<file path="src/hdl/vct_pkg.sv">
`timescale 1ns / 1ps
package vct_pkg;

    localparam int CLIENTS      = 16;
    localparam int COUNTER_BITS = 32;

    localparam int CMD_W    = 3;
    localparam int ID_W     = 4;
    localparam int STATUS_W = 2;
    localparam int VALUE_W  = 32;

    localparam int ROW_W  = (CLIENTS > 1) ? $clog2(CLIENTS) : 1;
    localparam int CNT_W  = $clog2(CLIENTS + 1);
    localparam int ADDR_W = 2 * ROW_W;
    localparam int CMP_W  = (CNT_W > ID_W) ? CNT_W : ID_W;

    typedef logic [COUNTER_BITS-1:0] t_counter;
    typedef logic [ROW_W-1:0]        t_row;
    typedef logic [CNT_W-1:0]        t_count;
    typedef logic [ADDR_W-1:0]       t_addr;

    typedef enum logic [CMD_W-1:0] {
        CMD_ADD    = 3'd0,
        CMD_REMOVE = 3'd1,
        CMD_LOCAL  = 3'd2,
        CMD_SEND   = 3'd3,
        CMD_READ   = 3'd4
    } t_cmd;

    typedef enum logic [STATUS_W-1:0] {
        ST_DONE   = 2'd0,
        ST_FULL   = 2'd1,
        ST_EMPTY  = 2'd2,
        ST_BAD_ID = 2'd3
    } t_status;

    typedef enum logic [2:0] {
        S_IDLE,
        S_ZERO,
        S_BUMP_RD,
        S_BUMP_WR,
        S_SWEEP,
        S_READ,
        S_FIN
    } t_state;

    typedef struct packed {
        logic use_max;
        logic inc;
    } t_alu_op;

    typedef struct packed {
        logic  en;
        t_addr addr_a;
        t_addr addr_b;
    } t_mem_rd;

    typedef struct packed {
        logic  en;
        t_addr addr;
    } t_mem_wr;

endpackage

</file>
<file path="src/hdl/vct_alu.sv">
`timescale 1ns / 1ps
module vct_alu (
    input  vct_pkg::t_counter i_x,
    input  vct_pkg::t_counter i_y,
    input  vct_pkg::t_alu_op  i_op,
    output vct_pkg::t_counter o_res
);
    import vct_pkg::*;

    t_counter w_max;

    // optional max, then optional saturating increment
    always_comb begin
        w_max = (i_op.use_max && (i_y > i_x)) ? i_y : i_x;
        o_res = (i_op.inc && (w_max != '1)) ? w_max + t_counter'(1) : w_max;
    end
endmodule

</file>
<file path="config.mk">
export PLATFORM = sky130hd
export DESIGN_NAME = vct_alu
export DESIGN_NICKNAME = d
export VERILOG_FILES = /design/src/hdl/vct_pkg.sv /design/src/hdl/vct_alu.sv
export SDC_FILE = /design/constraint.sdc
export NUM_CORES = 1
export LEC_CHECK = 0
export ABC_CLOCK_PERIOD_IN_PS = 2600
export BUFFER_PORTS_ARGS = -buffer_cell sky130_fd_sc_hd__buf_2
export CAP_MARGIN = 20
export CORE_ASPECT_RATIO = 0.7
export CORE_MARGIN = 3
export CORE_UTILIZATION = 40
export DETAILED_ROUTE_END_ITERATION = 16
export GPL_ROUTABILITY_DRIVEN = 0
export MAX_ROUTING_LAYER = met4
export PLACE_DENSITY = 0.83
export SYNTH_ARGS = -nofsm -noshare
export SYNTH_HDL_FRONTEND = slang
export SYNTH_SLANG_ARGS = --single-unit
</file>
<file path="constraint.sdc">
create_clock -name vclk -period 2.6
set_input_delay 0.26 -clock vclk [all_inputs]
set_output_delay 0.26 -clock vclk [all_outputs]
set_load 0.05 [all_outputs]
</file>
==> metrics.txt, run 1 <==
YS warnings=0; vias in the first global route=roughly 5100; die width=96.5 um; complex-gate fraction of the synthesized area=a little over a fifth; Synth Area in Adders=about 17%; I/O Buffers=around 100; Exit stage=global routing; syn_area_per_cell=between 6 and 7 um2; GRT Util Overall=59.0%; placed inst area=roughly 4300 um2; Congestion Overflow GR=1; Post-Syn Nets=430; largest net degree at the start of global routing=16; Die Y=between 60 and 70 um; top post-synthesis cells by area=ha_1, xnor2_1, mux2i_1; Synth Area in XOR/XNOR=12.2%; post-synth top area cell=ha_1; hpwl dp=about 8500 um; Ports=98; Netlist cell types=54; global-route wire length before repair=29000 um; status=did not finish; First Err=[ERROR GRT-0116] Global routing finished with congestion. Check the congestion regions in the DRC Viewer.; most instantiated cells after synthesis=inv_1, ha_1, nand2_1; share of the synthesized area in the top cell type=roughly 17%; main combinational cell family by area after synthesis=simple AND/OR/NAND/NOR gates; post-synthesis mux area share=under 10%; Simple-Gate Fraction of Synth Area=31.9%; Netlist Area Pre-Place=roughly 2300 um2; most common cell in the netlist=inv_1; hold buffers post-CTS=0; Syn Inst Count=~330; row cnt=22; register area share after synthesis=0%; Initial Utilization=42.5%
==> per-layer routing <==
layer / track usage, % / GRT overflow
met5: - / -
met4: 53.3 / 0
met3: 46.0 / 0
met2: 72.2 / 1
met1: 57.8 / 0
==> through the flow <==
step / std cells / worst slack [ns]
2_1_floorplan: 332 / -0.200
3_5_place_dp: 619 / -0.546
4_1_cts: 635 / -0.332
3_3_place_gp: 619 / -0.428
==> what timing repair did <==
item,in CTS
cloned,1
pin swaps,26
setup endpoints to repair,32
resized for setup,177
buffers inserted,15
==> kinds of logic after synthesis <==
group           count (synthesis)
compound gates                 73
xor+xnor                       32
fa+ha+maj                      32
buf+inv                        43
mux                            21
simple gates                  131
==> inputs of run 2 (changes only) <==
Settings changed: ABC_CLOCK_PERIOD_IN_PS 2600 to 3400, CORE_ASPECT_RATIO 0.7 to default, CORE_UTILIZATION 40 to 25, MAX_ROUTING_LAYER met4 to default, PLACE_DENSITY 0.83 to default, PLACE_DENSITY_LB_ADDON from default to 0.15.
Clock period 2.6 ns to 3.4 ns, I/O delays scaled along.
==> run 2 against run 1 <==
Effect of this change:
- the run now ends clean
- synthesized cell count unchanged
- area after synthesis unchanged
==> metrics.txt, run 2 <==
status=completed; Layout Nets=roughly 560; # Max-Cap Violations=0; Netlist Area Pre-Place=about 2300 um2; complex-gate fraction of the synthesized area=20.8%; Max Slew Vio Count=0; Filler cells=between 900 and 1000; DR vias/cell=just over 5; share of cells above drive strength 1=approximately 36%; YS warnings=0; Final ANT Viol Nets=0; GRT Util Overall=15.6%; register area share after synthesis=0%; WP data required=approximately 3 ns; Ports=slightly below 100; unrepaired setup endpoints after global routing=no; period utilization=between 90% and 100%; share of the synthesized area in the top cell type=~17%; Hold Crit Class=in -> out; Netlist cell types=54; global-route wire length before repair=roughly 13000 um; drt pass-1 iters=4; hpwl dp=7470 um; final hold slack=between 1 and 1.5 ns; Synth Area in XOR/XNOR=about 12%; Setup crit end=o_res[29]; total chip power=~0.52 mW; worst vdd ir=0.0000690 V; critical path cell sequence=buf_2 > inv_1 > ha_1 > nand4_1 > or4_4 > o31a_4 > buf_6 > or2_2 > o2bb2ai_1 > clkbuf_4; clock period minus worst slack=roughly 3.3 ns; clock buffer count=0; Diodes inserted=0; most frequent cells in the layout=buf_2, buf_4, inv_1, ha_1, nand2_1; drt initial violations=114; post-synth top area cell=ha_1; top post-synthesis cells by area=ha_1, xnor2_1, mux2i_1; most instantiated cells after synthesis=inv_1, ha_1, nand2_1; post-CTS setup buffer count=0; die area=10300 um2; Worst path depth=10; vias in the first global route=about 2800; Worst Slack Setup Final=0.114 ns; PD cells=160 nW/um2; Core Util, Final=between 30% and 40%; area growth from synthesis to layout=42.2%; vias after detailed routing=around 2900; static leakage=1.62 nW; row cnt=34; WP buf/inv=4; Crit Path Class=in -> out; f_max=around 300 MHz; most common cell in the netlist=inv_1; FFs & Latches=0; die width=slightly above 100 um; most common cell after layout, fill and taps aside=buf_2; Post-Syn Nets=430; Slew headroom=between 50% and 60%; Critical Path AT=between 2 and 3 ns; Synth Area in Adders=between 15 and 20%; Slew @ Worst Pin=0.631 ns; Congestion Overflow GR=0; crit start category=input port; CP max FO=16; area of the multi-input gates=between 2000 and 2500 um2; kind of cell adding the most delay to the critical path=simple AND/OR/NAND/NOR gates; Die Y=about 100 um; I/O Buffers=98; Initial Utilization=a little over a quarter; Final Setup Violations=0; Final Hold Fails=0; Syn Inst Count=332; Simple-Gate Fraction of Synth Area=between 30% and 40%; syn_area_per_cell=approximately 6.9 um2; total core area=slightly below 9000 um2; CP max stage cell=or4_4; design area=~3300 um2; largest net degree at the start of global routing=17; max incr delay on CP=0.60 ns; Placement Setup Slack=-0.103 ns; hold buffers post-CTS=0; register area=0 um2; initial antenna violation count=0; Crit. End Element=output pin; placed inst area=3210 um2; post-synthesis mux area share=about a tenth; average wire per standard cell=14.9 um; Critical Path Start=i_x[29]; Residual DRC=0; WL final=between 8000 and 9000 um; main combinational cell family by area after synthesis=simple AND/OR/NAND/NOR gates
==> run 2: cell counts after synthesis <==
Identical to the previous run, type by type.
==> run 2: worst min path at each step <==
stage	startpoint	end	slack (ns)	cells past startpoint
6_report	i_x[10]	o_res[10]	1.17	4
5_1_grt	i_x[12]	o_res[12]	1.22	4
3_5_place_dp	i_x[10]	o_res[10]	1.17	4
3_3_place_gp	i_x[10]	o_res[10]	1.17	4
4_1_cts	i_x[10]	o_res[10]	1.18	4
2_1_floorplan	i_y[27]	o_res[27]	0.98	2
==> run 2: final cells by class <==
type / instances / area share, %
timing repair buffer: 138 / 25.2
tap: 108 / 4.15
multi-input combinational: 289 / 66.7
inverter: 34 / 3.92
==> run 2: through the flow <==
stage	cells	setup TNS, ns
after CTS	569	0
after detailed placement	569	-1.36
after global routing	569	0
after global placement	569	-0.0208
after floorplan	332	-0.365
final	569	0
==> run 2: power by group <==
part           leakage [nW]  internal [mW]  switching, mW
registers                 0              0              0
logic                  1.62          0.192          0.330
clock network             0              0              0
total                  1.62          0.192          0.330
==> run 2: metal layers <==
layer	part of all wire [%]	GRT usage, %	vias to the layer above	wire, um
met4	1.0	1.74	0	87
li1	-	-	1499	-
met3	4.9	1.10	8	415
met1	47	21.5	1304	4020
met5	0	0	-	0
met2	47	27.6	81	3970
==> run 2: kinds of logic (layout without fill, tap and decap cells) <==
| group | count (synthesis) | after routing |
|---|---|---|
| XOR/XNOR | 32 | 32 |
| multiplexers | 21 | 21 |
| adder cells (fa/ha/maj) | 32 | 32 |
| AND/OR/NAND/NOR | 131 | 131 |
| AO/OA/AOI/OAI | 73 | 73 |
| buffers and inverters | 43 | 172 |
==> run 2: tightest hold or removal path, delay by kind of cell <==
family	cells	cell delay, ns
AO/OA/AOI/OAI	1	0.06
buffers and inverters	2	0.31
XOR/XNOR	1	0.12
==> run 2: timing repair <==
action / in CTS / in global routing
pin swaps: 0 / 1
gates resized for setup: 2 / 14
gates cloned: 0 / 0
setup endpoints to repair: 28 / 31
Power figures use the tool's default switching activity.
