`src/hdl/vct_pkg.sv`:
```
`timescale 1ns / 1ps
package vct_pkg;

    localparam int CLIENTS      = 16;
    localparam int COUNTER_BITS = 32;

    localparam int CMD_W    = 3;
    localparam int ID_W     = 4;
    localparam int STATUS_W = 2;
    localparam int VALUE_W  = 32;

    localparam int ROW_W  = (CLIENTS > 1) ? $clog2(CLIENTS) : 1;
    localparam int CNT_W  = $clog2(CLIENTS + 1);
    localparam int ADDR_W = 2 * ROW_W;
    localparam int CMP_W  = (CNT_W > ID_W) ? CNT_W : ID_W;

    typedef logic [COUNTER_BITS-1:0] t_counter;
    typedef logic [ROW_W-1:0]        t_row;
    typedef logic [CNT_W-1:0]        t_count;
    typedef logic [ADDR_W-1:0]       t_addr;

    typedef enum logic [CMD_W-1:0] {
        CMD_ADD    = 3'd0,
        CMD_REMOVE = 3'd1,
        CMD_LOCAL  = 3'd2,
        CMD_SEND   = 3'd3,
        CMD_READ   = 3'd4
    } t_cmd;

    typedef enum logic [STATUS_W-1:0] {
        ST_DONE   = 2'd0,
        ST_FULL   = 2'd1,
        ST_EMPTY  = 2'd2,
        ST_BAD_ID = 2'd3
    } t_status;

    typedef enum logic [2:0] {
        S_IDLE,
        S_ZERO,
        S_BUMP_RD,
        S_BUMP_WR,
        S_SWEEP,
        S_READ,
        S_FIN
    } t_state;

    typedef struct packed {
        logic use_max;
        logic inc;
    } t_alu_op;

    typedef struct packed {
        logic  en;
        t_addr addr_a;
        t_addr addr_b;
    } t_mem_rd;

    typedef struct packed {
        logic  en;
        t_addr addr;
    } t_mem_wr;

endpackage

```
`src/hdl/vct_ifs.sv`:
```
`timescale 1ns / 1ps
interface vct_cmd_if;
    import vct_pkg::*;

    logic              valid;
    logic              ready;
    logic [CMD_W-1:0]  command;
    logic [ID_W-1:0]   first_client;
    logic [ID_W-1:0]   second_client;

    modport source (output valid, command, first_client, second_client, input ready);
    modport sink   (input valid, command, first_client, second_client, output ready);
endinterface

interface vct_res_if;
    import vct_pkg::*;

    logic                valid;
    logic                ready;
    logic [STATUS_W-1:0] status;
    logic [ID_W-1:0]     entry_index;
    logic [VALUE_W-1:0]  entry_value;
    logic                last;

    modport source (output valid, status, entry_index, entry_value, last, input ready);
    modport sink   (input valid, status, entry_index, entry_value, last, output ready);
endinterface

```
`src/hdl/vct_ctrl.sv`:
```
`timescale 1ns / 1ps
module vct_ctrl (
    input  logic              i_clk,
    input  logic              i_rst_n,
    vct_cmd_if.sink           i_cmd,
    vct_res_if.source         o_res,
    output vct_pkg::t_mem_rd  o_rd,
    output vct_pkg::t_mem_wr  o_wr,
    input  vct_pkg::t_counter i_rdata_a,
    input  vct_pkg::t_counter i_rdata_b,
    output vct_pkg::t_counter o_alu_x,
    output vct_pkg::t_counter o_alu_y,
    output vct_pkg::t_alu_op  o_alu_op,
    input  vct_pkg::t_counter i_alu_res
);
    import vct_pkg::*;

    t_state              r_state;
    t_state              n_state;
    t_count              r_active;
    t_count              n_active;
    logic [CMD_W-1:0]    r_cmd;
    t_row                r_ra;
    t_row                r_rb;
    t_count              r_col;
    t_count              n_col;
    logic                r_dv;
    logic                n_dv;
    t_count              r_dcol;
    logic                r_o_valid;
    logic                n_o_valid;
    t_status             r_o_status;
    logic [ID_W-1:0]     r_o_index;
    logic [VALUE_W-1:0]  r_o_value;
    logic                r_o_last;

    logic                w_out_free;
    logic                w_accept;
    logic                w_full;
    logic                w_a_ok;
    logic                w_send_ok;
    logic                w_issue;
    logic                w_emit;
    t_status             w_emit_status;
    logic [ID_W-1:0]     w_emit_index;
    logic [VALUE_W-1:0]  w_emit_value;
    logic                w_emit_last;

    assign w_out_free = !r_o_valid || o_res.ready;
    assign i_cmd.ready = (r_state == S_IDLE) && w_out_free;
    assign w_accept   = i_cmd.valid && i_cmd.ready;
    assign w_full     = (r_active == CNT_W'(CLIENTS));
    assign w_a_ok     = CMP_W'(i_cmd.first_client) < CMP_W'(r_active);
    assign w_send_ok  = w_a_ok && (CMP_W'(i_cmd.second_client) < CMP_W'(r_active))
                        && (i_cmd.first_client != i_cmd.second_client);

    // next state
    always_comb begin
        n_state = r_state;
        case (r_state)
            S_IDLE: begin
                if (w_accept) begin
                    case (i_cmd.command)
                        CMD_ADD:   if (!w_full) n_state = S_ZERO;
                        CMD_LOCAL: if (w_a_ok) n_state = S_BUMP_RD;
                        CMD_SEND:  if (w_send_ok) n_state = S_BUMP_RD;
                        CMD_READ:  if (w_a_ok) n_state = S_READ;
                        default:   n_state = S_IDLE;
                    endcase
                end
            end
            S_ZERO:    if (r_col == CNT_W'(CLIENTS - 1)) n_state = S_FIN;
            S_BUMP_RD: n_state = S_BUMP_WR;
            S_BUMP_WR: n_state = (r_cmd == CMD_SEND) ? S_SWEEP : S_FIN;
            S_SWEEP:   if (!w_issue && !r_dv) n_state = S_FIN;
            S_READ:    if (!w_issue && !r_dv) n_state = S_IDLE;
            S_FIN:     if (w_out_free) n_state = S_IDLE;
            default:   n_state = S_IDLE;
        endcase
    end

    // memory, unit and result control
    always_comb begin
        w_issue       = 1'b0;
        o_rd          = '0;
        o_wr          = '0;
        o_alu_x       = i_rdata_a;
        o_alu_y       = i_rdata_b;
        o_alu_op      = '0;
        w_emit        = 1'b0;
        w_emit_status = ST_DONE;
        w_emit_index  = '0;
        w_emit_value  = '0;
        w_emit_last   = 1'b1;
        n_active      = r_active;
        case (r_state)
            S_IDLE: begin
                if (w_accept) begin
                    case (i_cmd.command)
                        CMD_ADD: begin
                            if (w_full) begin
                                w_emit        = 1'b1;
                                w_emit_status = ST_FULL;
                            end else begin
                                n_active = r_active + t_count'(1);
                            end
                        end
                        CMD_REMOVE: begin
                            w_emit = 1'b1;
                            if (r_active == '0) begin
                                w_emit_status = ST_EMPTY;
                            end else begin
                                n_active = r_active - t_count'(1);
                            end
                        end
                        CMD_LOCAL, CMD_READ: begin
                            if (!w_a_ok) begin
                                w_emit        = 1'b1;
                                w_emit_status = ST_BAD_ID;
                            end
                        end
                        CMD_SEND: begin
                            if (!w_send_ok) begin
                                w_emit        = 1'b1;
                                w_emit_status = ST_BAD_ID;
                            end
                        end
                        default: w_emit = 1'b1;
                    endcase
                end
            end
            S_ZERO: begin
                // a new row is cleared here, so the memory never needs a reset pass
                o_wr.en   = 1'b1;
                o_wr.addr = {r_ra, r_col[ROW_W-1:0]};
                o_alu_x   = '0;
            end
            S_BUMP_RD: begin
                o_rd.en     = 1'b1;
                o_rd.addr_a = {r_ra, r_ra};
            end
            S_BUMP_WR: begin
                o_wr.en      = 1'b1;
                o_wr.addr    = {r_ra, r_ra};
                o_alu_op.inc = 1'b1;
            end
            S_SWEEP: begin
                // read column i of both rows while column i-1 is written back
                w_issue          = (r_col < r_active);
                o_rd.en          = w_issue;
                o_rd.addr_a      = {r_ra, r_col[ROW_W-1:0]};
                o_rd.addr_b      = {r_rb, r_col[ROW_W-1:0]};
                o_wr.en          = r_dv;
                o_wr.addr        = {r_rb, r_dcol[ROW_W-1:0]};
                o_alu_op.use_max = 1'b1;
                o_alu_op.inc     = (r_dcol[ROW_W-1:0] == r_rb);
            end
            S_READ: begin
                w_issue      = (r_col < CNT_W'(CLIENTS)) && (!r_dv || w_out_free);
                o_rd.en      = w_issue;
                o_rd.addr_a  = {r_ra, r_col[ROW_W-1:0]};
                w_emit       = r_dv && w_out_free;
                w_emit_index = ID_W'(r_dcol);
                w_emit_value = VALUE_W'(i_alu_res);
                w_emit_last  = (r_dcol == CNT_W'(CLIENTS - 1));
            end
            S_FIN: w_emit = w_out_free;
            default: w_emit = 1'b0;
        endcase
    end

    always_comb begin
        n_col = r_col;
        if (w_accept) begin
            n_col = '0;
        end else if ((r_state == S_ZERO) || w_issue) begin
            n_col = r_col + t_count'(1);
        end
        if (w_issue) begin
            n_dv = 1'b1;
        end else if ((r_state == S_SWEEP) || w_emit) begin
            n_dv = 1'b0;
        end else begin
            n_dv = r_dv;
        end
        if (w_emit) begin
            n_o_valid = 1'b1;
        end else if (o_res.ready) begin
            n_o_valid = 1'b0;
        end else begin
            n_o_valid = r_o_valid;
        end
    end

    always_ff @(posedge i_clk) begin
        if (!i_rst_n) begin
            r_state   <= S_IDLE;
            r_active  <= '0;
            r_col     <= '0;
            r_dv      <= 1'b0;
            r_o_valid <= 1'b0;
        end else begin
            r_state   <= n_state;
            r_active  <= n_active;
            r_col     <= n_col;
            r_dv      <= n_dv;
            r_o_valid <= n_o_valid;
        end
    end

    always_ff @(posedge i_clk) begin
        if (w_accept) begin
            r_cmd <= i_cmd.command;
            r_ra  <= (i_cmd.command == CMD_ADD) ? ROW_W'(r_active) : ROW_W'(i_cmd.first_client);
            r_rb  <= ROW_W'(i_cmd.second_client);
        end
        if (w_issue) begin
            r_dcol <= r_col;
        end
        if (w_emit) begin
            r_o_status <= w_emit_status;
            r_o_index  <= w_emit_index;
            r_o_value  <= w_emit_value;
            r_o_last   <= w_emit_last;
        end
    end

    assign o_res.valid       = r_o_valid;
    assign o_res.status      = r_o_status;
    assign o_res.entry_index = r_o_index;
    assign o_res.entry_value = r_o_value;
    assign o_res.last        = r_o_last;
endmodule

```
`src/flat_wrapper.sv`:
```
// flat-port wrapper written by rule: the top's interface ports become plain ports
module vct_ctrl_flat import vct_pkg::*;
  (i_clk, i_rst_n, o_rd, o_wr, i_rdata_a, i_rdata_b, o_alu_x, o_alu_y, o_alu_op, i_alu_res, i_cmd_valid, i_cmd_command, i_cmd_first_client, i_cmd_second_client, i_cmd_ready, o_res_valid, o_res_status, o_res_entry_index, o_res_entry_value, o_res_last, o_res_ready);
  vct_cmd_if i_cmd_i ();
  vct_res_if o_res_i ();
  input  logic i_clk;
  input  logic i_rst_n;
  output vct_pkg::t_mem_rd o_rd;
  output vct_pkg::t_mem_wr o_wr;
  input  vct_pkg::t_counter i_rdata_a;
  input  vct_pkg::t_counter i_rdata_b;
  output vct_pkg::t_counter o_alu_x;
  output vct_pkg::t_counter o_alu_y;
  output vct_pkg::t_alu_op o_alu_op;
  input  vct_pkg::t_counter i_alu_res;
  input wire logic [$bits(i_cmd_i.valid)-1:0] i_cmd_valid;
  input wire logic [$bits(i_cmd_i.command)-1:0] i_cmd_command;
  input wire logic [$bits(i_cmd_i.first_client)-1:0] i_cmd_first_client;
  input wire logic [$bits(i_cmd_i.second_client)-1:0] i_cmd_second_client;
  output wire logic [$bits(i_cmd_i.ready)-1:0] i_cmd_ready;
  output wire logic [$bits(o_res_i.valid)-1:0] o_res_valid;
  output wire logic [$bits(o_res_i.status)-1:0] o_res_status;
  output wire logic [$bits(o_res_i.entry_index)-1:0] o_res_entry_index;
  output wire logic [$bits(o_res_i.entry_value)-1:0] o_res_entry_value;
  output wire logic [$bits(o_res_i.last)-1:0] o_res_last;
  input wire logic [$bits(o_res_i.ready)-1:0] o_res_ready;
  assign i_cmd_i.valid = i_cmd_valid;
  assign i_cmd_i.command = i_cmd_command;
  assign i_cmd_i.first_client = i_cmd_first_client;
  assign i_cmd_i.second_client = i_cmd_second_client;
  assign i_cmd_ready = i_cmd_i.ready;
  assign o_res_valid = o_res_i.valid;
  assign o_res_status = o_res_i.status;
  assign o_res_entry_index = o_res_i.entry_index;
  assign o_res_entry_value = o_res_i.entry_value;
  assign o_res_last = o_res_i.last;
  assign o_res_i.ready = o_res_ready;
  vct_ctrl u_core (.i_clk(i_clk), .i_rst_n(i_rst_n), .i_cmd(i_cmd_i), .o_res(o_res_i), .o_rd(o_rd), .o_wr(o_wr), .i_rdata_a(i_rdata_a), .i_rdata_b(i_rdata_b), .o_alu_x(o_alu_x), .o_alu_y(o_alu_y), .o_alu_op(o_alu_op), .i_alu_res(i_alu_res));
endmodule
```
`config.mk`:
```
export PLATFORM = sky130hd
export DESIGN_NAME = vct_ctrl_flat
export DESIGN_NICKNAME = d
export VERILOG_FILES = /design/src/hdl/vct_pkg.sv /design/src/hdl/vct_ifs.sv /design/src/hdl/vct_ctrl.sv /design/src/flat_wrapper.sv
export SDC_FILE = /design/constraint.sdc
export NUM_CORES = 1
export LEC_CHECK = 0
export BUFFER_PORTS_ARGS = -buffer_cell sky130_fd_sc_hd__buf_2
export CORE_AREA = 2 2 100 102
export DETAILED_ROUTE_END_ITERATION = 10
export DIE_AREA = 0 0 102 104
export PLACE_DENSITY = 0.76
export SLEW_MARGIN = 20
export SYNTH_ARGS = -nofsm -noshare
export SYNTH_HDL_FRONTEND = slang
export SYNTH_SLANG_ARGS = --single-unit
```
`constraint.sdc`:
```
create_clock -name i_clk -period 4.55 [get_ports i_clk]
set_input_delay 1.365 -clock i_clk [delete_from_list [all_inputs] [get_ports i_clk]]
set_output_delay 1.365 -clock i_clk [all_outputs]
set_load 0.02 [all_outputs]
```
# After elaboration in Yosys (flattened, before gate mapping)
# Cells that the tools add are included.
# classes
n_lt_le_gt_ge,4
n_eq_ne,27
n_addsub,3
n_reduce_logical,25
n_bitwise,1
n_mux,38
# ops
operator,n
$pmux 9 s3,2
$mux 32,1
$mux 3,9
$pmux 3 s7,1
$eq 3x2->1 const B,5
$eq 3x3->1 const B,4
$pmux 3 s4,1
$add 5x1->5 const B,2
$eq 5x4->1 const B,2
$lt 4x5->1,2
$mux 1,10
$mux 5,2
$ne 2x1->1 const B,5
$pmux 5 s2,1
$ne 3x2->1 const B,3
$reduce_and 9->1,1
$mux 2,4
$mux 8,1
$pmux 2 s4,1
$logic_and 1x1->1,7
$eq 3x1->1 const B,2
$logic_not 3->1,2
$pmux 1 s3,2
$reduce_bool 2->1,3
other kinds (17),25
# word_totals
register_bits,70

# Logic depth before layout (Yosys ltp)
# Gate-level depths: netlist of the first run.
# logic_depth
ltp_word,10
ltp_mapped,11
depth_no_buf,10

# Worst setup path after synthesis of the first run
# OpenSTA, ideal clock, no wires.
# synth_path
kind,input to register
startpoint,input port i_cmd_first_client[2]
endpoint,"register u_core.r_o_index[0], in the netlist u_core.o_res.entry_index[0] (enable)"
arrival_time_ns,3.490
setup_ns,0.444
required_ns,4.106
slack_ns,0.617
path_stages,6
cell_sequence,ha_1 -> o211ai_1 -> a2111oi_2 -> a31oi_4 -> a21oi_2 -> o21bai_1
# synth_via
elab_chain_cells,7
# synth_rtl
item,line_no,rtl
from (decl),flat_wrapper.sv:18,input wire logic [$bits(i_cmd_i.first_client)-1:0] i_cmd_first_client;
$lt 4x5->1,vct_ctrl.sv:53,assign w_a_ok = CMP_W'(i_cmd.first_client) < CMP_W'(r_active);
$logic_and 1x1->1,vct_ctrl.sv:54,assign w_send_ok = w_a_ok && (CMP_W'(i_cmd.second_client) < CMP_W'(r_active))
$logic_and 1x1->1,vct_ctrl.sv:55,&& (i_cmd.first_client != i_cmd.second_client);
$mux 1,vct_ctrl.sv:123,if (!w_send_ok) begin
$pmux 1 s3 *,vct_ctrl.sv:99,case (i_cmd.command)
$mux 1 *,vct_ctrl.sv:98,if (w_accept) begin
$pmux 1 s3 *,vct_ctrl.sv:96,case (r_state)
to (signal assigned),vct_ctrl.sv:222,r_o_index <= w_emit_index;
to (decl),vct_ctrl.sv:33,logic [ID_W-1:0] r_o_index;
# Mark *: on every way between the ends. The rest lies on a longest branch, timed or not.
# A chain may end at the register's enable or synchronous reset.

# Worst setup path in the final report of the first run
# layout_path
startpoint,register u_core.r_state[0]
endpoint,output port o_alu_x[23]
# layout_via
elab_chain_cells,2
# layout_rtl
item,line_no,rtl
from (decl),vct_ctrl.sv:18,t_state r_state;
from (signal assigned),vct_ctrl.sv:203,r_state <= n_state;
$eq 3x1->1,vct_ctrl.sv:96,
$mux 32,vct_ctrl.sv:96,
to (decl),flat_wrapper.sv:12,output vct_pkg::t_counter o_alu_x;
# No other way between the ends.

==> impl.org, run 1 <==
** Timing
- Max_slew headroom :: 46.2%
- After layout, the worst path uses 86.0% of the clock period.
- Count of final hold-check violations :: 0
- Max-slew violations :: 0
- Top achievable clock speed :: 255 MHz
- Setup violations remaining at the end of the flow were counted as 0.
- At the pin with the least slew margin, the transition time is 0.806 ns.
- Post-route clock skew :: 0.00815 ns
- Worst-case setup margin in the final layout :: 0.636 ns
- Setup TNS :: 0 ns
- Minimum clock period :: 3.91 ns
- Setup repair after global routing left no endpoint under its margin.
- Final hold slack :: 0.555 ns

** Global route
- First-pass GRT wire length :: 16300 µm
- Number of antenna violations at the first check in global routing :: 1
- Vias in the first global route :: 3203
- Global routing used 19.6% of the available tracks across all layers.
- The total overflow left after global routing is 0.
- Largest net degree at the start of global routing :: 40

** Layout
- 0 antenna diodes ended up in the layout.
- Area grow syn2layout :: 25.3%
- Utilization after layout :: 54.3%
- Filler-free cell count of the finished design :: 679
- Layout filler cell count :: 858
- Summing all multi-input logic gate instances after layout gives 1860 µm².
- The library cell used most frequently in the layout, excluding fill and tap cells, is sky130_fd_sc_hd__buf_2.
- Post-route cell area :: 5190 µm²
- Highest-count cells in the layout ignoring fill and taps :: 179 x sky130_fd_sc_hd__buf_2, 83 x sky130_fd_sc_hd__and2_1, 55 x sky130_fd_sc_hd__edfxtp_1
- Of the cells placed in the final design, the portion with a size suffix greater than 1 is 39.0%.
- Across the whole layout, storage elements account for 1950 µm².
- The net count of the finished layout is 668.

** Clock tree
- TritonCTS clock tree :: done
- Hold Buf Count CTS :: 0
- Counting along the longest clock path gives a buffer depth of 2.
- Number of buffers created by CTS :: 9
- CTS saw 70 sinks.
- In this run the clock root is driven by a sky130_fd_sc_hd__clkbuf_8.
- The H-tree was split into 3 levels.
- Clock-pin slew was measured on the worst setup and hold paths at 0.08 ns.
- The number of gates resized after CTS was 0.
- At the later pin of the worst-skew pair, clock insertion delay measures 0.35 ns.
- Buffers inserted during post-CTS setup optimization :: 0

** Yosys
- Post-synth EDFFs :: 55
- For this run, asynchronously set or reset flops after synthesis account for 0%.
- Synthesized net count :: 523
- Area share of the largest cell type after synthesis :: 39.9%
- Post-Synthesis Cells :: 396
- For this run, the number of Yosys warnings is 0.
- Of the synthesized area, sequential elements account for 47.2%.
- A synthesized cell averages 10.5 µm².
- After synthesis, the netlist uses 54 different library cells.
- The cell area that synthesis handed to floorplanning was 4140 µm².
- Dominant cells by area after synthesis :: sky130_fd_sc_hd__edfxtp_1 40%, sky130_fd_sc_hd__and2_1 13%, sky130_fd_sc_hd__dfxtp_1 7.3%
- Main synth FF type :: sky130_fd_sc_hd__edfxtp_1
- In this run, synthesis produced a sequential element count of 70.
- The synthesized design spends more area on one cell type than any other, namely sky130_fd_sc_hd__edfxtp_1.

** Floorplanning
- Top Ports :: 244
- After floorplanning, the core was divided into 36 placement rows.
- Die X-Extent :: 102 µm
- The total area inside the core boundary comes to 9550 µm².
- In this run the vertical extent of the chip is 104 µm.
- The floorplan step defined a die boundary enclosing 10600 µm².
- Initial Utilization :: 43.3%

** Critical path
- The critical path in this run is classified as register to output pin.
- STA classifies the critical path startpoint as a register.
- The largest single stage delay on the critical path is 0.65 ns.
- The signal on the critical path passes through nor2b_1 -> nand2_1 -> and2_1 -> buf_2.
- STA classifies the critical path endpoint as an output pin.
- Of all nets on the critical path, the largest fanout is 35.
- Slowest-stage cell, CP :: sky130_fd_sc_hd__dfxtp_1
- Data arrives at the worst endpoint at 2.55 ns.
- CP Data Required Time :: 3.18 ns

** Hold path
- The path class of the tightest hold or removal check is register to register.

** Power
- Net switching is 32.0% of the power.
- IR analysis of the VDD net gives a maximum drop of 173 µV.
- The clock network burns 30.4% of the power.
- In this run the power spent charging and discharging nets is 629 µW.
- Sequential cells account for 41.9% of the total power.
- For this design the ratio of total power to cell area is 378 nW/µm².
- PnR Total Power :: 1.96 mW
- Summed over all cells, the static leakage comes to 2.29 nW.
- Cell-internal power :: 1.33 mW
- The share of total power dissipated in combinational logic is 27.7%.

** Placed design
- DP Wirelength :: 8210 µm
- Placed instance area :: 4920 µm²
- Number of port buffers :: 179
- GP Congestion :: 0.865
- Once placement completed, the tool counted placed cells totaling 662.
- Pre-CTS setup slack :: 0.724 ns

** Route
- Post-detailed-route wirelength per cell :: 15.5 µm
- For this run, the detailed router's first-pass iteration total came to 4.
- Total wire length :: 10600 µm
- Antenna Nets Post-Route :: 0
- First-iteration detailed-routing DRC count :: 198
- After detailed routing, the number of remaining DRC violations is 0.
- Routed vias :: 3374
- Avg Vias per Cell :: 4.97

** Run
- Maximum Capacitance Violations :: 0

** Status
- Status :: finished, final reports clean
state kept, by name (all words and copies together), names as in the netlist:
name,flops
u_core.o_res.entry_index,4
u_core.o_res.entry_value,32
u_core.o_res.last,1
u_core.o_res.status,2
u_core.o_res.valid,1
u_core.r_active,5
u_core.r_cmd,3
u_core.r_col,5
u_core.r_dcol,5
u_core.r_dv,1
u_core.r_ra,4
u_core.r_rb,4
u_core.r_state,3
kinds of logic (layout without fill, tap and decap cells):
kind of cell,count (synthesis),count (layout),share of synthesized area (%)
AOI/OAI and AO/OA,68,68,11.7
xor gates and xnor gates,16,16,3.39
adders and majority gates,16,16,5.02
buffers and inverters,57,207,8.10
DFF,70,70,47.2
muxes,7,7,1.81
and+or+nand+nor,162,162,22.8
cell type report:
class | instances | share of cell area [%]
Timing Repair Buffer | 181 | 17.9
Inverter | 10 | 0.724
Tap cell | 133 | 3.21
Multi-Input combinational cell | 269 | 35.9
Clock buffer | 10 | 2.46
Clock inverter | 6 | 2.12
Sequential cell | 70 | 37.6
critical path, delay by kind of cell (launching register included):
family	cells	cell delay (ns)
simple gates	3	1.38
buf+inv	1	0.16
flops	1	0.65
worst paths after layout:
check	slack (ns)	startpoint	to	cells after the start
worst min-delay path	0.55	u_core.r_dcol[4]	u_core.o_res.last	1
worst max register to register	1.84	u_core.r_active[1]	u_core.o_res.entry_index[0]	8
worst min register to register	0.55	u_core.r_dcol[4]	u_core.o_res.last	1
worst max-delay path	0.64	u_core.r_state[0]	o_alu_x[23]	4
routing by layer:
metal  wire length, µm  part of all wire [%]  up-vias  GRT usage, %
met4               249                   2.4        2          7.05
met3               875                   8.3       43          5.98
li1                  -                     -     1646             -
met2              4900                    46      131          30.6
met5                 7                 0.066        -             0
met1              4520                    43     1552          25.5
power groups by stage:
| stage | logic [mW] | clock network (mW) | registers [mW] |
|---|---|---|---|
| floorplan | 0.334 | 0 | 0.883 |
| global placement | 0.525 | 0 | 0.836 |
| detailed placement | 0.534 | 0 | 0.837 |
| CTS | 0.537 | 0.611 | 0.823 |
| global route | 0.590 | 0.635 | 0.831 |
| finish | 0.544 | 0.597 | 0.822 |
synth_stat cells (5+ instances only):
cell and number:
sky130_fd_sc_hd__nand3_1 6, sky130_fd_sc_hd__buf_4 32, sky130_fd_sc_hd__xnor2_1 12, sky130_fd_sc_hd__nand2b_1 7, sky130_fd_sc_hd__inv_1 8, sky130_fd_sc_hd__nor2b_1 8, sky130_fd_sc_hd__ha_1 15, sky130_fd_sc_hd__a21oi_1 12
sky130_fd_sc_hd__edfxtp_1 55, sky130_fd_sc_hd__and2_1 83, sky130_fd_sc_hd__a21o_1 5, sky130_fd_sc_hd__dfxtp_1 15, sky130_fd_sc_hd__clkbuf_1 14, sky130_fd_sc_hd__nand2_1 21, sky130_fd_sc_hd__nor2_1 15, sky130_fd_sc_hd__o21ai_0 19
No activity file was read; power rests on OpenSTA's default activity.
==> inputs of run 2 (changes only) <==
Settings changed: BUFFER_PORTS_ARGS -buffer_cell sky130_fd_sc_hd__buf_2 to -buffer_cell sky130_fd_sc_hd__buf_4.
==> run 2 against run 1 <==
Net effect: first-iteration DRC count shrank 6.1%; critical path depth is the same; wire length grew 3.0%; critical path type unchanged; combinational power grew 14%; largest cell class unchanged; register-to-register slack lost 0.02 ns; sequential power grew 0.9%; power grew 4.9%; design area grew 8.6%; clock power grew 2%; die area is the same.
==> impl.org, run 2 (synthesized netlist as in run 1, its figures left out) <==
** Status
- The flow ran to the end, and the final reports show no timing, DRC or antenna violations.

** Floorplanning
- The floorplan has 36 rows.
- Die span in y :: 104 µm
- The initial utilization of the core area, before any placement, comes to 43.3%.
- Top Ports :: 244
- Die X-Extent :: 102 µm
- The core region is 9550 µm².
- The die covers 10600 µm².

** Route
- First-iteration detailed-routing DRC count :: 186
- For this run, the detailed router's first-pass iteration total came to 4.
- Total wire length :: 10900 µm
- For this block, the via count after detailed routing is 3369.
- Detailed-route DRC error count :: 0
- Avg Vias per Cell :: 4.97
- The detail route stage leaves a number of antenna-violating nets equal to 0.
- Post-detailed-route wirelength per cell :: 16.0 µm

** Timing
- RSZ-0062 raised after global routing :: no
- Derived from the worst setup path, the maximum achievable clock frequency is 249 MHz.
- Max-slew violations :: 0
- Counting I/O delays and the setup requirement, the final critical path takes 4.01 ns.
- Final setup violating endpoints :: 0
- The number of failing hold endpoints at the final stage was 0.
- For the final routed database, the setup TNS stands at 0 ns.
- On the final layout, the worst clock skew is 0.0124 ns.
- Final period util :: 88.1%
- Max_slew headroom :: 42.9%
- Transition time of the tightest slew-check pin :: 0.855 ns

** Layout
- Layout net count :: 667
- Count of inserted antenna diode cells :: 0
- Post-route cell area :: 5630 µm²
- Counting the fill cells in the layout gives 797.
- Filler-free cell count of the finished design :: 678
- Layout cells sized above 1 :: 39.1%
- The register with the most flip-flops in the layout has 32 of them.
- Most common library cell in the layout ignoring fill and taps :: sky130_fd_sc_hd__buf_4
- Highest-count cells in the layout ignoring fill and taps :: 179 x sky130_fd_sc_hd__buf_4, 83 x sky130_fd_sc_hd__and2_1, 55 x sky130_fd_sc_hd__edfxtp_1
- Area grow syn2layout :: 36.1%

** Critical path
- STA classifies the critical path startpoint as a register.
- Slowest Stage Delay on Critical Path :: 0.63 ns
- CP cell instances :: nor2b_1 -> nand2_1 -> and2_1 -> buf_4
- Data on the critical path arrives at its endpoint at 2.64 ns.
- Endpoint class of the critical path :: output pin
- CP Data Required Time :: 3.18 ns
- The worst setup path is of the register to output pin kind.
- The slowest stage of the critical path is the sky130_fd_sc_hd__dfxtp_1 cell.
- Along the worst path, the maximum fanout reaches 35.

** Power
- Largest vdd supply drop :: 179 µV
- Leakage power summed over all cells :: 2.41 nW
- For this design the ratio of total power to cell area is 366 nW/µm².

** Hold path
- The min-delay analysis places its worst path in the category register to register.

** Global route
- The via count of the first global-routing pass was 3332.
- The initial antenna violation count was 0.
- Global routing used 20.0% of the available tracks across all layers.
- Entering global routing, the biggest net connects 40 pins.
- First-pass GRT wire length :: 16900 µm
- The total overflow left after global routing is 0.

** Clock tree
- The number of setup buffers added after CTS is 0.
- Clock H-tree levels :: 3
- Library cell used as clock root buffer :: sky130_fd_sc_hd__clkbuf_8
- At the later pin of the worst-skew pair, clock insertion delay measures 0.35 ns.
- In this run, post-CTS hold repair placed 0 buffers.
- No sink is reached through more buffers than the 2 on the longest clock path.
- Count of instances resized after the clock tree is built :: 0
- After clock tree synthesis, the clock-pin slew on the worst setup and hold paths is 0.08 ns.
- Number of buffers created by CTS :: 9
- TritonCTS built the clock tree.
- Number of clock sinks :: 70

** Placed design
- In this run the cell area measured after placement is 5360 µm².
- DP Wirelength :: 8350 µm
- Number of port buffers :: 179
- GP Congestion :: 0.849
- Placed instance count :: 661

** Run
- Across the run, the number of max-cap violations was 0.
[run 2: layer usage]
metal / vias up / wire length (µm) / global-route usage, % / share of wire (%)
li1: 1640 / - / - / -
met1: 1553 / 4690 / 26.0 / 43
met2: 131 / 5070 / 31.5 / 47
met3: 45 / 820 / 4.50 / 7.5
met4: 0 / 289 / 8.95 / 2.7
met5: - / 0 / 0 / 0
[run 2: final timing paths]
check                      from                           end  slack [ns]  cells past startpoint
max           u_core.r_state[0]                   o_alu_x[23]        0.54                      4
min             u_core.r_col[4]              u_core.r_dcol[4]        0.56                      0
max reg2reg  u_core.r_active[2]  u_core.o_res.entry_value[28]        1.82                      8
min reg2reg     u_core.r_col[4]              u_core.r_dcol[4]        0.56                      0
[run 2: cell type report]
| class | instances | area [µm²] | area share [%] |
|---|---|---|---|
| Clock buffer | 9 | 124 | 2.20 |
| Multi-Input combinational cell | 269 | 1860 | 33.1 |
| Clock inverter | 7 | 120 | 2.13 |
| Sequential cell | 70 | 1950 | 34.6 |
| Inverter | 10 | 37.5 | 0.666 |
| Timing Repair Buffer | 180 | 1370 | 24.3 |
| Tap cell | 133 | 166 | 2.95 |
[run 2: worst max-delay path, delay by kind of cell (launching register included)]
family	cells	cell delay [ns]
AND/OR/NAND/NOR	3	1.50
flip-flops	1	0.63
buffers and inverters	1	0.17
[run 2: power breakdown]
part | switching, mW | internal, mW
registers | 0.0527 | 0.776
logic | 0.349 | 0.272
clock network | 0.243 | 0.367
[run 2: through the flow]
stage               hold WS, ns  util (%)  worst slack [ns]  power (mW)
finish                    0.560      59.0             0.540        2.06
detailed placement        0.537      56.2             0.733        1.46
global placement          0.539      56.2             0.767        1.45
CTS                       0.552      58.7             0.549        2.07
floorplan                 0.482         -             0.617        1.22
global route              0.559      59.0             0.293        2.15
